### config.mk
export PLATFORM = sky130hd
export DESIGN_NAME = date_validate_weekday
export DESIGN_NICKNAME = d
export VERILOG_FILES = /design/src/hw/rtl/dvw_pkg.sv /design/src/hw/rtl/dvw_front.sv /design/src/hw/rtl/dvw_combine.sv /design/src/hw/rtl/dvw_mod7.sv /design/src/hw/rtl/date_validate_weekday.sv
export SDC_FILE = /design/constraint.sdc
export NUM_CORES = 1
export LEC_CHECK = 0
export BUFFER_PORTS_ARGS = -buffer_cell sky130_fd_sc_hd__buf_2
export CAP_MARGIN = 20
export CORE_MARGIN = 8
export CORE_UTILIZATION = 41
export CTS_CLUSTER_SIZE = 10
export DETAILED_ROUTE_END_ITERATION = 10
export MAX_ROUTING_LAYER = met4
export SETUP_SLACK_MARGIN = 0.02
export SYNTH_ARGS = -nofsm -noshare
export SYNTH_HDL_FRONTEND = slang
export SYNTH_SLANG_ARGS = --single-unit
### constraint.sdc
create_clock -name clk -period 11.7 [get_ports clk]
set_input_delay 2.34 -clock clk [delete_from_list [all_inputs] [get_ports clk]]
set_output_delay 2.34 -clock clk [all_outputs]
set_load 0.1 [all_outputs]
### src/hw/rtl/dvw_pkg.sv
// Shared types, constants and table functions for the date check and weekday pipeline.
// Used by every module under hw/rtl; depends on nothing else.
package dvw_pkg;

    typedef struct packed {
        logic [7:0]  day_of_month;
        logic [3:0]  month_code;
        logic [15:0] year_value;
    } dvw_req_t;

    typedef struct packed {
        logic       date_valid;
        logic [2:0] week_day;
        logic       leap_year;
    } dvw_rsp_t;

    // floor(x / 100) equals (x * DIV100_MUL) >> DIV100_SHIFT for every 16-bit x.
    localparam logic [16:0] DIV100_MUL   = 17'd83887;
    localparam int unsigned DIV100_SHIFT = 23;
    localparam int unsigned PROD_W       = 33;
    localparam int unsigned QUOT_W       = PROD_W - DIV100_SHIFT;
    localparam int unsigned SUM_W        = 17;
    localparam int unsigned FOLD_W       = 6;

    localparam logic [3:0] MONTH_JAN  = 4'd1;
    localparam logic [3:0] MONTH_FEB  = 4'd2;
    localparam logic [3:0] MONTH_MAR  = 4'd3;
    localparam logic [3:0] MONTH_APR  = 4'd4;
    localparam logic [3:0] MONTH_FIVE = 4'd5;
    localparam logic [3:0] MONTH_JUN  = 4'd6;
    localparam logic [3:0] MONTH_JUL  = 4'd7;
    localparam logic [3:0] MONTH_AUG  = 4'd8;
    localparam logic [3:0] MONTH_SEP  = 4'd9;
    localparam logic [3:0] MONTH_OCT  = 4'd10;
    localparam logic [3:0] MONTH_NOV  = 4'd11;
    localparam logic [3:0] MONTH_DEC  = 4'd12;

    localparam logic [6:0] HUNDRED   = 7'd100;
    localparam logic [3:0] MOD_SEVEN = 4'd7;

    typedef struct packed {
        logic [7:0]        day_of_month;
        logic [3:0]        month_code;
        logic [15:0]       year_value;
        logic [15:0]       adj_year;
        logic [PROD_W-1:0] prod_year;
        logic [PROD_W-1:0] prod_adj;
    } dvw_s1_t;

    typedef struct packed {
        logic             date_ok;
        logic             leap;
        logic [SUM_W-1:0] day_sum;
    } dvw_s2_t;

    typedef struct packed {
        logic              date_ok;
        logic              leap;
        logic [FOLD_W-1:0] fold;
    } dvw_s3_t;

    // Sakamoto month offsets; codes outside 1..12 never reach a valid result.
    function automatic logic [2:0] month_offset(input logic [3:0] month);
        logic [2:0] off;
        unique case (month)
            MONTH_FEB:  off = 3'd3;
            MONTH_MAR:  off = 3'd2;
            MONTH_APR:  off = 3'd5;
            MONTH_FIVE: off = 3'd0;
            MONTH_JUN:  off = 3'd3;
            MONTH_JUL:  off = 3'd5;
            MONTH_AUG:  off = 3'd1;
            MONTH_SEP:  off = 3'd4;
            MONTH_OCT:  off = 3'd6;
            MONTH_NOV:  off = 3'd2;
            MONTH_DEC:  off = 3'd4;
            default:    off = 3'd0;
        endcase
        return off;
    endfunction

    // Days in the month; zero marks an illegal month code.
    function automatic logic [4:0] month_length(input logic [3:0] month, input logic leap);
        logic [4:0] len;
        unique case (month)
            MONTH_JAN, MONTH_MAR, MONTH_FIVE, MONTH_JUL,
            MONTH_AUG, MONTH_OCT, MONTH_DEC: len = 5'd31;
            MONTH_APR, MONTH_JUN, MONTH_SEP, MONTH_NOV: len = 5'd30;
            MONTH_FEB: len = leap ? 5'd29 : 5'd28;
            default:   len = 5'd0;
        endcase
        return len;
    endfunction

endpackage

### src/hw/rtl/dvw_front.sv
// First pipeline stage: captures the date, forms the weekday year and the
// reciprocal products for division by 100. Depends on dvw_pkg.
module dvw_front (
    input  logic               clk,
    input  logic               rst_n,
    input  logic               en,
    input  logic               req_valid,
    input  dvw_pkg::dvw_req_t  req,
    output logic               s1_valid,
    output dvw_pkg::dvw_s1_t   s1
);

    logic             valid_reg;
    dvw_pkg::dvw_s1_t s1_reg;
    dvw_pkg::dvw_s1_t s1_next;
    logic [15:0]      adj_year;

    // January and February count as months of the previous year, wrapping at zero.
    assign adj_year = (req.month_code < dvw_pkg::MONTH_MAR) ? (req.year_value - 16'd1)
                                                             : req.year_value;

    always_comb
    begin
        s1_next.day_of_month = req.day_of_month;
        s1_next.month_code   = req.month_code;
        s1_next.year_value   = req.year_value;
        s1_next.adj_year     = adj_year;
        s1_next.prod_year    = dvw_pkg::PROD_W'(req.year_value * dvw_pkg::DIV100_MUL);
        s1_next.prod_adj     = dvw_pkg::PROD_W'(adj_year * dvw_pkg::DIV100_MUL);
    end

    always_ff @(posedge clk or negedge rst_n)
    begin
        if (!rst_n)
        begin
            valid_reg <= 1'b0;
        end
        else if (en)
        begin
            valid_reg <= req_valid;
        end
    end

    always_ff @(posedge clk)
    begin
        if (en)
        begin
            s1_reg <= s1_next;
        end
    end

    assign s1_valid = valid_reg;
    assign s1       = s1_reg;

endmodule

### src/hw/rtl/dvw_combine.sv
// Second pipeline stage: leap year test, day range check and the Sakamoto sum.
// Depends on dvw_pkg.
module dvw_combine (
    input  logic              clk,
    input  logic              rst_n,
    input  logic              en,
    input  logic              s1_valid,
    input  dvw_pkg::dvw_s1_t  s1,
    output logic              s2_valid,
    output dvw_pkg::dvw_s2_t  s2
);

    logic                             valid_reg;
    dvw_pkg::dvw_s2_t                 s2_reg;
    dvw_pkg::dvw_s2_t                 s2_next;
    logic [dvw_pkg::QUOT_W-1:0]       quot_year;
    logic [dvw_pkg::QUOT_W-1:0]       quot_adj;
    logic [15:0]                      rem_year;
    logic                             leap;
    logic [4:0]                       limit;

    assign quot_year = s1.prod_year[dvw_pkg::PROD_W-1:dvw_pkg::DIV100_SHIFT];
    assign quot_adj  = s1.prod_adj[dvw_pkg::PROD_W-1:dvw_pkg::DIV100_SHIFT];
    assign rem_year  = s1.year_value - 16'(quot_year * dvw_pkg::HUNDRED);

    // A multiple of 400 is a multiple of 100 whose hundreds count is a multiple of 4.
    assign leap  = (s1.year_value[1:0] == 2'd0) &&
                   ((rem_year != 16'd0) || (quot_year[1:0] == 2'd0));
    assign limit = dvw_pkg::month_length(s1.month_code, leap);

    always_comb
    begin
        s2_next.leap    = leap;
        s2_next.date_ok = (s1.day_of_month != 8'd0) && (limit != 5'd0) &&
                          (s1.day_of_month <= {3'd0, limit});
        s2_next.day_sum = {1'b0, s1.adj_year}
                        + {3'd0, s1.adj_year[15:2]}
                        - dvw_pkg::SUM_W'(quot_adj)
                        + dvw_pkg::SUM_W'(quot_adj[dvw_pkg::QUOT_W-1:2])
                        + dvw_pkg::SUM_W'(dvw_pkg::month_offset(s1.month_code))
                        + dvw_pkg::SUM_W'(s1.day_of_month);
    end

    always_ff @(posedge clk or negedge rst_n)
    begin
        if (!rst_n)
        begin
            valid_reg <= 1'b0;
        end
        else if (en)
        begin
            valid_reg <= s1_valid;
        end
    end

    always_ff @(posedge clk)
    begin
        if (en)
        begin
            s2_reg <= s2_next;
        end
    end

    assign s2_valid = valid_reg;
    assign s2       = s2_reg;

endmodule

### src/hw/rtl/dvw_mod7.sv
// Third and fourth pipeline stages: reduce the weekday sum modulo 7 and
// register the result transaction. Depends on dvw_pkg.
module dvw_mod7 (
    input  logic              clk,
    input  logic              rst_n,
    input  logic              en,
    input  logic              s2_valid,
    input  dvw_pkg::dvw_s2_t  s2,
    output logic              rsp_valid,
    output dvw_pkg::dvw_rsp_t rsp
);

    logic              s3_valid_reg;
    dvw_pkg::dvw_s3_t  s3_reg;
    dvw_pkg::dvw_s3_t  s3_next;
    logic              rsp_valid_reg;
    dvw_pkg::dvw_rsp_t rsp_reg;
    dvw_pkg::dvw_rsp_t rsp_next;
    logic [3:0]        fold2;
    logic [3:0]        residue;

    // Since 8 is 1 modulo 7, summing the octal digits keeps the residue.
    always_comb
    begin
        s3_next.date_ok = s2.date_ok;
        s3_next.leap    = s2.leap;
        s3_next.fold    = dvw_pkg::FOLD_W'(s2.day_sum[2:0])
                        + dvw_pkg::FOLD_W'(s2.day_sum[5:3])
                        + dvw_pkg::FOLD_W'(s2.day_sum[8:6])
                        + dvw_pkg::FOLD_W'(s2.day_sum[11:9])
                        + dvw_pkg::FOLD_W'(s2.day_sum[14:12])
                        + dvw_pkg::FOLD_W'(s2.day_sum[16:15]);
    end

    assign fold2   = {1'b0, s3_reg.fold[2:0]} + {1'b0, s3_reg.fold[5:3]};
    assign residue = (fold2 >= dvw_pkg::MOD_SEVEN) ? (fold2 - dvw_pkg::MOD_SEVEN) : fold2;

    always_comb
    begin
        rsp_next.date_valid = s3_reg.date_ok;
        rsp_next.leap_year  = s3_reg.leap;
        rsp_next.week_day   = s3_reg.date_ok ? (residue[2:0] + 3'd1) : 3'd0;
    end

    always_ff @(posedge clk or negedge rst_n)
    begin
        if (!rst_n)
        begin
            s3_valid_reg  <= 1'b0;
            rsp_valid_reg <= 1'b0;
        end
        else if (en)
        begin
            s3_valid_reg  <= s2_valid;
            rsp_valid_reg <= s3_valid_reg;
        end
    end

    always_ff @(posedge clk)
    begin
        if (en)
        begin
            s3_reg  <= s3_next;
            rsp_reg <= rsp_next;
        end
    end

    assign rsp_valid = rsp_valid_reg;
    assign rsp       = rsp_reg;

endmodule

### src/hw/rtl/date_validate_weekday.sv
// Date check and day of week: validates day, month and 16-bit year and gives the
// Sakamoto weekday (1=Sunday..7=Saturday, 0 for an illegal date) and the leap flag.
// Depends on dvw_pkg, dvw_front, dvw_combine and dvw_mod7.
//
// The block is a four-stage pipeline of front, combine, fold and result registers: a date
// accepted at a clock edge passes through them in order, and a new date can be accepted
// in every cycle that the response side does not stall. The depth is set by the
// division by 100 (a reciprocal multiply, then the leap test and weekday sum) and the
// two-step modulo-7 fold. When the response side stalls a waiting result, every
// stage holds and the request side stalls with it; nothing is lost or repeated.
module date_validate_weekday (
    input  logic              clk,
    input  logic              rst_n,
    input  logic              req_valid,
    output logic              req_stall,
    input  dvw_pkg::dvw_req_t req_data,
    output logic              rsp_valid,
    input  logic              rsp_stall,
    output dvw_pkg::dvw_rsp_t rsp_data
);

    logic             en;
    logic             s1_valid;
    logic             s2_valid;
    dvw_pkg::dvw_s1_t s1;
    dvw_pkg::dvw_s2_t s2;

    assign en        = !(rsp_valid && rsp_stall);
    assign req_stall = !en;

    dvw_front u_front (
        .clk       (clk),
        .rst_n     (rst_n),
        .en        (en),
        .req_valid (req_valid),
        .req       (req_data),
        .s1_valid  (s1_valid),
        .s1        (s1)
    );

    dvw_combine u_combine (
        .clk      (clk),
        .rst_n    (rst_n),
        .en       (en),
        .s1_valid (s1_valid),
        .s1       (s1),
        .s2_valid (s2_valid),
        .s2       (s2)
    );

    dvw_mod7 u_mod7 (
        .clk       (clk),
        .rst_n     (rst_n),
        .en        (en),
        .s2_valid  (s2_valid),
        .s2        (s2),
        .rsp_valid (rsp_valid),
        .rsp       (rsp_data)
    );

endmodule
Word level (Yosys, flattened, before mapping). Memory sizes are Yosys's and may differ from the RTL's. A register that Yosys moved wholly into a read port is not among the register bits. Cells that the tools add are included.

Register bits: 146. Memory bits (read-only): 48. Input bits: 32. Output and inout port bits: 7. Memories kept: 1.

Memories: (name not given) (words 16, width 3, rd ports 1, clocked after memory_dff 1, write ports 0, RTL line dvw_pkg.sv:65) `unique case (month)`.

Add/subtract/negate cells: 15. Multipliers: 3. $lt $le $gt $ge: 3. Equal/unequal tests: 12. Multiplexer cells: 5. Reduce and logical (&&, ||, !) cells: 12.

Operators by type and width (count): $mul 16x17->33 const B (2); $add 17x8->17 (2); $eq 4x4->1 const B (5); $add 6x3->6 (3); $add 16x14->17 (1); $add 17x3->17 (1); $sub 17x10->17 (1); $eq 4x3->1 const B (4); $mux 16 (1); $reduce_bool 16->1 (1); $sub 16x1->16 const B (1); $sub 16x16->16 (1); $pmux 5 s3 (1); $mul 10x5->14 const B (1); $add 3x3->4 (2); $eq 4x2->1 const B (2); $le 8x5->1 (1); $reduce_bool 8->1 (1); $reduce_or 7->1 (1); $add 6x2->6 (1); $reduce_bool 5->1 (1); $eq 4x1->1 const B (1); $ge 4x3->1 const B (1); $logic_and 1x1->1 (4); 9 further kinds (10).

Logic depth before layout (Yosys ltp). Gate-level depths: netlist of run 1.

Depth after elaboration: 10. Mapped depth: 30. Mapped depth without buffers: 30.

Cells and area by module. From an unflattened synthesis of run 1, not the netlist that was laid out.

Cell total of the unflattened synthesis: 1795. Area, all modules: 19636.3 um^2.

By module, submodules not included: dvw_front (times used 1, cells an instance 1292, area an instance 14488.9 um^2, sequential area each 3268.1 um^2); dvw_combine (times used 1, cells an instance 408, area an instance 4038.9 um^2, sequential area each 595.6 um^2); dvw_mod7 (times used 1, cells an instance 93, area an instance 1098.6 um^2, sequential area each 440.4 um^2); date_validate_weekday (times used 1, cells an instance 2, area an instance 10.0 um^2, sequential area each 0.0 um^2).

Worst setup path after synthesis of run 1. No wires, ideal clock.

Path kind: input to register. Start point: input req_data[1] (netlist bit). End point: register u_front.s1_reg (netlist bit u_front.s1[28]), data pin. Library setup time: 259 ps. Arrival time: 8612 ps. Data required time: 11441 ps. Setup slack: 2829 ps. Cell stages on the path: 28. Buffers on the path: 0. Path through: inv_1 -> ha_1 -> a21boi_0 -> nand2_1 -> nand2_1 -> nand2_1 -> a21boi_0 -> nand3_1 -> a21oi_1 -> xor2_1 -> fa_1 -> inv_1 -> fa_1 -> fa_1 -> fa_1 -> fa_1 -> fa_1 -> inv_1 -> ha_1 -> and4_1 -> nand4_1 -> nor2_1 -> o41ai_1 -> nand3_1 -> a41oi_2 -> nand2_1 -> a21oi_1 -> xnor2_1.

RTL lines: start: declaration (RTL line date_validate_weekday.sv:16) `input dvw_pkg::dvw_req_t req_data,`; end signal: assignment (RTL line dvw_front.sv:48) `s1_reg <= s1_next;`; end: declaration (RTL line dvw_front.sv:14) `dvw_pkg::dvw_s1_t s1_reg;`.

==> metrics.txt, run 1 <==
status=finished clean; endpoints failing setup=0; GRT Util Overall=0.1592; crit-path most repeated cell=fa_1; via count=10610; fin. max-slew vios=0; initial antenna violation count=0; Synth area leader=ha_1; Worst path slowest cell=fa_1; CTS Buf Count=9; CP Launch Type=primary input; DP HPWL=31.02 mm; DR WL/cell=16.36 um; vias in the first global route=11550; post-CTS setup buffer count=0; # resized after CTS=0; CTS clk-pin slew, worst paths=80 ps; Distinct cells, synth=59; sequential cell area fraction in the yosys report=0.1787; PortBufs=38; worst hold path class=reg -> reg; CTS max path bufs=2; Vias/cell=4.889; Setup crit start=req_data[2]; Root Driver=clkbuf_16; Crit Path Max Fanout=9; Synth Register Bits=103; worst min-delay path startpoint=u_combine.s2[17]; final period utilization=0.8175; ys async rst share=0.03883; Max Cap Viol=0; synthesized area per cell=10.79 um^2; Mapped Area=17030 um^2; die height=219.8 um; total of warnings raised by yosys=0; post-route ant nets=0; DRC viols=0; Largest register FFs=64; Worst Setup End Kind=register; ys flop type=edfxtp_1; grt ovf=0; die extent in x=219.8 um; hold buffer count at CTS=0; final hold violation count=0; arrival time at the worst endpoint=9660 ps; Routability Congestion=0.8783; Tightest Pin Transition=1096 ps; Layout Area Growth over Synthesis=7.267%; CP peak stage delay=540 ps; share of cells above drive strength 1=0.05128; clock skew=9.682 ps; crit path time final=9565 ps; critical path class=in -> reg; NumNets Final=2292; Post-synth top cells=419 x inv_1, 388 x ha_1, 239 x fa_1; Worst slew margin=0.2642; unrepaired setup endpoints after global routing=no; FP Rows=74; Synth Instances=1578; 1st-pass router iterations=5; Starting Density=0.4161; DRT iter0 DRCs=452; Total Neg Setup Slack=0 ps; Reg2Reg Launch Point=u_front.s1[59]; CTS sink cnt=103; Area contributors post-synth=ha_1 29%, fa_1 28%, edfxtp_1 17%, inv_1 9.2%, xnor2_1 2.6%; fmax=0.1045 GHz; pin count of the biggest net entering global routing=69; Post-synth EDFFs=96; Routed WL=35.50 mm; I/O pins=39; die area=48310 um^2; clock latency at the later pin of the worst-skew pair=360 ps; Final Util=0.4463; Mapped Nets=2237; first-pass GRT wire length=59.06 mm; top cell type's share of synthesized area=0.2851; Min Hold Slack=424.5 ps; count leader, synth=inv_1; diode count=0; CTS H-tree lvls=3; CP required=11800 ps; flop2flop setup slack=6020 ps; core area=40920 um^2; CTS tree=built
==> placed cells by master (no fill, tap or decap), types with 4 or more instances in the layout <==
| cell type | instances |
|---|---|
| a211oi_1 | 7 |
| a21boi_0 | 5 |
| a21o_1 | 30 |
| a21oi_1 | 42 |
| a31oi_1 | 8 |
| and3_1 | 8 |
| buf_2 | 38 |
| buf_4 | 8 |
| clkbuf_16 | 10 |
| dfrtp_1 | 4 |
| edfxtp_1 | 96 |
| fa_1 | 239 |
| ha_1 | 388 |
| inv_1 | 419 |
| mux2_2 | 4 |
| mux2i_1 | 6 |
| nand2_1 | 41 |
| nand2b_1 | 9 |
| nand3_1 | 21 |
| nand4_1 | 10 |
| nor2_1 | 40 |
| nor2b_1 | 11 |
| nor3_1 | 16 |
| o211ai_1 | 5 |
| o21a_1 | 4 |
| o21ai_0 | 28 |
| or2_2 | 6 |
| or3_1 | 6 |
| xnor2_1 | 51 |
| xor2_1 | 19 |
==> critical path, delay by kind of cell <==
| family | cells | cell delay [ps] |
|---|---|---|
| fa+ha+maj | 8 | 3610 |
| simple gates | 9 | 1210 |
| compound gates | 6 | 1170 |
| buf+inv | 4 | 630 |
| xor+xnor | 1 | 460 |
| mux | 1 | 240 |
==> cell type report <==
cell class,instances,area [um^2]
inverters,419,1573
multi-input cells,1054,12420
clock inverters,6,67.56
well taps,532,665.6
repair buffers,46,250.2
fillers,3899,22660
flip-flops and latches,103,3043
clock buffers,10,250.2
==> metal layers <==
layer  vias up  GRT usage  wire length (um)
li1       5248          -                 -
met1      5210     0.2030             16550
met2       122     0.2755             17670
met3        30    0.01234               716
met4         0    0.03380               561
met5         -          -                 0
==> final timing paths <==
| check | endpoint | depth (start not counted) |
|---|---|---|
| worst max-delay path | u_front.s1[30] | 29 |
| worst min register to register | u_mod7.rsp_next[0] | 0 |
| max in group asynchronous | u_front.s1_valid | 1 |
| worst max register to register | u_combine.s2[18] | 25 |
| worst min-delay path | u_mod7.rsp_next[0] | 0 |
| min in group asynchronous | u_mod7.rsp_valid | 1 |
==> through the flow <==
stage	worst slack, ps	area [um^2]	instances
after global routing	1622	18270	2170
after global placement	1933	17940	2153
after detailed placement	1791	17940	2153
after CTS	2166	18260	2169
final	2135	18270	2170
after floorplan	2829	17030	1578
==> cells by family (layout without fill, tap and decap cells) <==
logic type / Yosys count / after routing / share of synthesized area
and+or+nand+nor: 182 / 182 / 0.05364
buffers and inverters: 421 / 481 / 0.09287
xor gates and xnor gates: 70 / 70 / 0.03600
adders and majority gates: 627 / 627 / 0.5661
DFF: 103 / 103 / 0.1787
AOI/OAI and AO/OA: 165 / 165 / 0.06657
muxes: 10 / 10 / 0.006172
Power of run 1 is left out: the tool's default activity adds up to more than one toggle a clock period on the data nets, which glitch-free logic cannot reach.
==> run 2: changes to the inputs <==
clock period = 7.7 ns   (was 11.7 ns; I/O delays follow)
==> run 2 against run 1 <==
Compared with the run above:
- routed wire length up 4.7%
- first-iteration DRC count fell by 13%
- non-clock buffer count is 124 higher
- hold slack improved by 1.9 ps
- clock skew grew 1.6 ps
- sequential share of layout area decreased by 0.99 points
- cell count grew 5.7%
- critical endpoint is now u_front.s1[29]
- die area unchanged
==> metrics.txt, run 2 (same netlist as run 1, synthesis figures left out) <==
status=finished clean; core area=40920 um^2; CTS clk-pin slew, worst paths=80 ps; Worst Path Buf+Inv=5; Fillers=3788; PortBufs=38; Min Hold Slack=426.5 ps; crit path time final=7478 ps; diode count=0; CTS Buf Count=9; final hold violation count=0; die extent in x=219.8 um; NumNets Final=2416; die area=48310 um^2; CTS sink cnt=103; Worst Setup End Kind=register; final period utilization=0.9712; FP Rows=74; worst hold path class=reg -> reg; share of cells above drive strength 1=0.1436; DR WL/cell=16.21 um; CTS H-tree lvls=3; CTS max path bufs=2; Crit Path Max Fanout=3; via count=11270; Starting Density=0.4161; I/O pins=39; initial antenna violation count=0; endpoints failing setup=0; vias in the first global route=12340; CP Launch Type=primary input; fmax=0.1337 GHz; clock latency at the later pin of the worst-skew pair=360 ps; unrepaired setup endpoints after global routing=yes; clock skew=11.33 ps; DRT iter0 DRCs=395; CP peak stage delay=630 ps; Root Driver=clkbuf_16; GRT Util Overall=0.1659; most common cell after layout, fill and taps aside=inv_1; Worst slew margin=0.3457; DRC viols=0; CTS tree=built; post-route ant nets=0; DP HPWL=33.48 mm; Largest register FFs=64; first-pass GRT wire length=61.72 mm; 1st-pass router iterations=4; CP required=7810 ps; Tightest Pin Transition=981.5 ps; Max Cap Viol=0; Routability Congestion=0.9298; Crit path max-delay family=adder cells; Vias/cell=4.911; pin count of the biggest net entering global routing=75; die height=219.8 um; fin. max-slew vios=0; crit-path most repeated cell=fa_1; Layout Area Growth over Synthesis=14.02%; Routed WL=37.18 mm; critical path class=in -> reg; Worst path slowest cell=fa_2; grt ovf=0; arrival time at the worst endpoint=7590 ps; commonest non-fill, non-tap cells in the layout=411 x inv_1, 380 x ha_1, 236 x fa_1, 129 x buf_4, 96 x edfxtp_1
==> run 2: cell types whose count changed in the layout (fill, tap and decap cells not counted), moves of 6 or more <==
cell,previous run,this run
buf_4,8,129
ha_1,388,380
ha_4,0,6
inv_1,419,411
==> run 2: cell type report <==
type | instances | area (um^2) | area share
Tap cell | 532 | 665.6 | 0.03428
Timing Repair Buffer | 170 | 1192 | 0.06141
Inverter | 419 | 1580 | 0.08139
Clock buffer | 9 | 225.2 | 0.01160
Clock inverter | 7 | 65.06 | 0.003351
Sequential cell | 103 | 3043 | 0.1567
Multi-Input combinational cell | 1054 | 12640 | 0.6512
==> run 2: final timing paths <==
kind,from,endpoint,slack (ps),depth (start not counted)
worst max register to register,u_front.s1[59],u_combine.s2[18],1910,27
worst min register to register,u_mod7.rsp_next[0],u_mod7.rsp[0],430,0
min in group asynchronous,rst_n,u_mod7.rsp_valid,970,1
worst max-delay path,req_data[1],u_front.s1[29],220,29
worst min-delay path,u_mod7.rsp_next[0],u_mod7.rsp[0],430,0
max in group asynchronous,rst_n,u_combine.s2_valid,6610,1
==> run 2: metal layers <==
layer | part of all wire | global-route usage | wire, um | vias to the layer above
met5 | 0 | - | 0 | -
met4 | 0.024 | 0.03977 | 892 | 0
met3 | 0.034 | 0.01700 | 1260 | 53
met2 | 0.49 | 0.2838 | 18380 | 178
met1 | 0.45 | 0.2100 | 16660 | 5541
li1 | - | - | - | 5493
==> run 2: timing repair <==
action	CTS	global route
pin swaps	2	42
gates resized for setup	0	48
setup endpoints to repair	1	10
buffers inserted	0	8
hold buffers	0	0
cloned	0	0
==> run 2: per-stage QoR <==
step	setup slack, ps	utilization	area (um^2)	setup TNS, ps	instances
after floorplan	24.14	-	17060	0	1578
after global placement	-236.3	0.4607	18850	-1230	2270
after detailed placement	-377.7	0.4607	18850	-2398	2270
after CTS	36.16	0.4678	19140	0	2286
after global routing	-59.25	0.4744	19420	-189.9	2294
final	222.1	0.4744	19420	0	2294
Power of run 2 is left out for the same reason.
==> run 3: changes to the inputs <==
--- a/config.mk
+++ b/config.mk
@@ -8,5 +8,4 @@
 export BUFFER_PORTS_ARGS = -buffer_cell sky130_fd_sc_hd__buf_2
 export CAP_MARGIN = 20
-export CORE_MARGIN = 8
 export CORE_UTILIZATION = 41
 export CTS_CLUSTER_SIZE = 10
==> constraint.sdc (replaced) <==
create_clock -name clk -period 7.7 [get_ports clk]
set_input_delay 1.54 -clock clk [delete_from_list [all_inputs] [get_ports clk]]
set_output_delay 1.54 -clock clk [all_outputs]
set_load 0.02 [all_outputs]
==> run 3 against run 2 <==
Compared with the run above:
- register-to-register slack improved by 30 ps
- worst setup slack improved by 24 ps
- global-route usage increased by 2.6 points
- routed wire length about the same
- hold slack got worse by 8.6 ps
- via count decreased by 1.6%
- clock skew increased by 2.1 ps
==> metrics.txt, run 3 (same netlist as run 1, synthesis figures left out) <==
setup ws final=246.4 ps; FP Rows=74; status=finished clean; die area=42350 um^2; DRT iter0 DRCs=427; Vias/cell=4.848; via count=11090; final period utilization=0.9680; post-route ant nets=0; hold buffer count at CTS=0; Min Hold Slack=417.8 ps; Layout Area Growth over Synthesis=13.75%; DP HPWL=33.05 mm; crit-path most repeated cell=fa_1; Worst Path Buf+Inv=6; die extent in x=205.8 um; NumNets Final=2409; CTS max path bufs=2; CTS tree=built; pin count of the biggest net entering global routing=81; first-pass GRT wire length=60.75 mm; CTS H-tree lvls=3; Non-Filler Instances=2287; crit path time final=7454 ps; I/O pins=39; grt ovf=0; Max Cap Viol=0; Worst path slowest cell=fa_1; arrival time at the worst endpoint=7570 ps; DRC viols=0; Crit Path Max Fanout=3; die height=205.8 um; Tightest Pin Transition=1018 ps; dpl ws=-311.1 ps; final instance area=19370 um^2; Worst Setup End Kind=register; CTS Buf Count=9; clock latency at the later pin of the worst-skew pair=360 ps; Largest register FFs=64; Fillers=3790; Routability Congestion=0.9040; Post-DP Area=18820 um^2; gr busiest metal=met2; unrepaired setup endpoints after global routing=yes; diode count=0; initial antenna violation count=0; core area=40920 um^2; CP Launch Type=primary input; clock skew=13.44 ps; Starting Density=0.4161; CP required=7810 ps; CP peak stage delay=560 ps; placed cells=2265; final hold violation count=0; endpoints failing setup=0; fmax=0.1342 GHz; GR Util met2=0.3381; Routed WL=37.18 mm; Worst slew margin=0.3213; commonest non-fill, non-tap cells in the layout=413 x inv_1, 377 x ha_1, 236 x fa_1, 124 x buf_4, 96 x edfxtp_1; fin. max-slew vios=0; vias in the first global route=11970; share of cells above drive strength 1=0.1373; most common cell after layout, fill and taps aside=inv_1; 1st-pass router iterations=5; CTS sink cnt=103; met3 GRT Util=0.02566; worst hold path class=reg -> reg; GRT Util Overall=0.1917; DR WL/cell=16.26 um; critical path class=in -> reg; PortBufs=38; CTS clk-pin slew, worst paths=70 ps; Crit path max-delay family=adder cells; flop2flop setup slack=1940 ps; met1 Use GR=0.2373; Root Driver=clkbuf_16
## run 3: path summary, 6_finish.rpt
check,start,endpoint,cells after the start
hold / removal,u_combine.s2[17],u_mod7.rsp_next[0],0
hold reg to reg,u_combine.s2[17],u_mod7.rsp_next[0],0
setup / recovery,req_data[1],u_front.s1[27],30
setup reg to reg,u_front.s1[58],u_combine.s2[18],27
max in group asynchronous,rst_n,u_mod7.s3_valid_reg,1
min in group asynchronous,rst_n,u_front.s1_valid,1
## run 3: per-stage QoR
step           TNS (ps)    util
2_1_floorplan         0       -
3_3_place_gp      -1230  0.4598
3_5_place_dp      -1944  0.4598
4_1_cts               0  0.4669
5_1_grt          -62.38  0.4733
6_report              0  0.4733
## run 3: final cells by class
| class | instances | area [um^2] | area share |
|---|---|---|---|
| clock buffers | 11 | 254.0 | 0.01311 |
| clock inverters | 5 | 38.79 | 0.002002 |
| inverters | 419 | 1580 | 0.08158 |
| multi-input cells | 1054 | 12640 | 0.6527 |
| flip-flops and latches | 103 | 3043 | 0.1571 |
| well taps | 532 | 665.6 | 0.03436 |
| repair buffers | 163 | 1145 | 0.05910 |
## run 3: layer usage
metal	up-vias	wire length, um
li1	5481	-
met1	5464	16850
met2	117	18830
met3	26	1167
met4	0	329
met5	-	0
## run 3: what timing repair did
| action | CTS | global route |
|---|---|---|
| gates resized for setup | 0 | 45 |
| buffers inserted | 0 | 6 |
| endpoints found under the setup margin | 0 | 10 |
Power of run 3 is left out for the same reason.
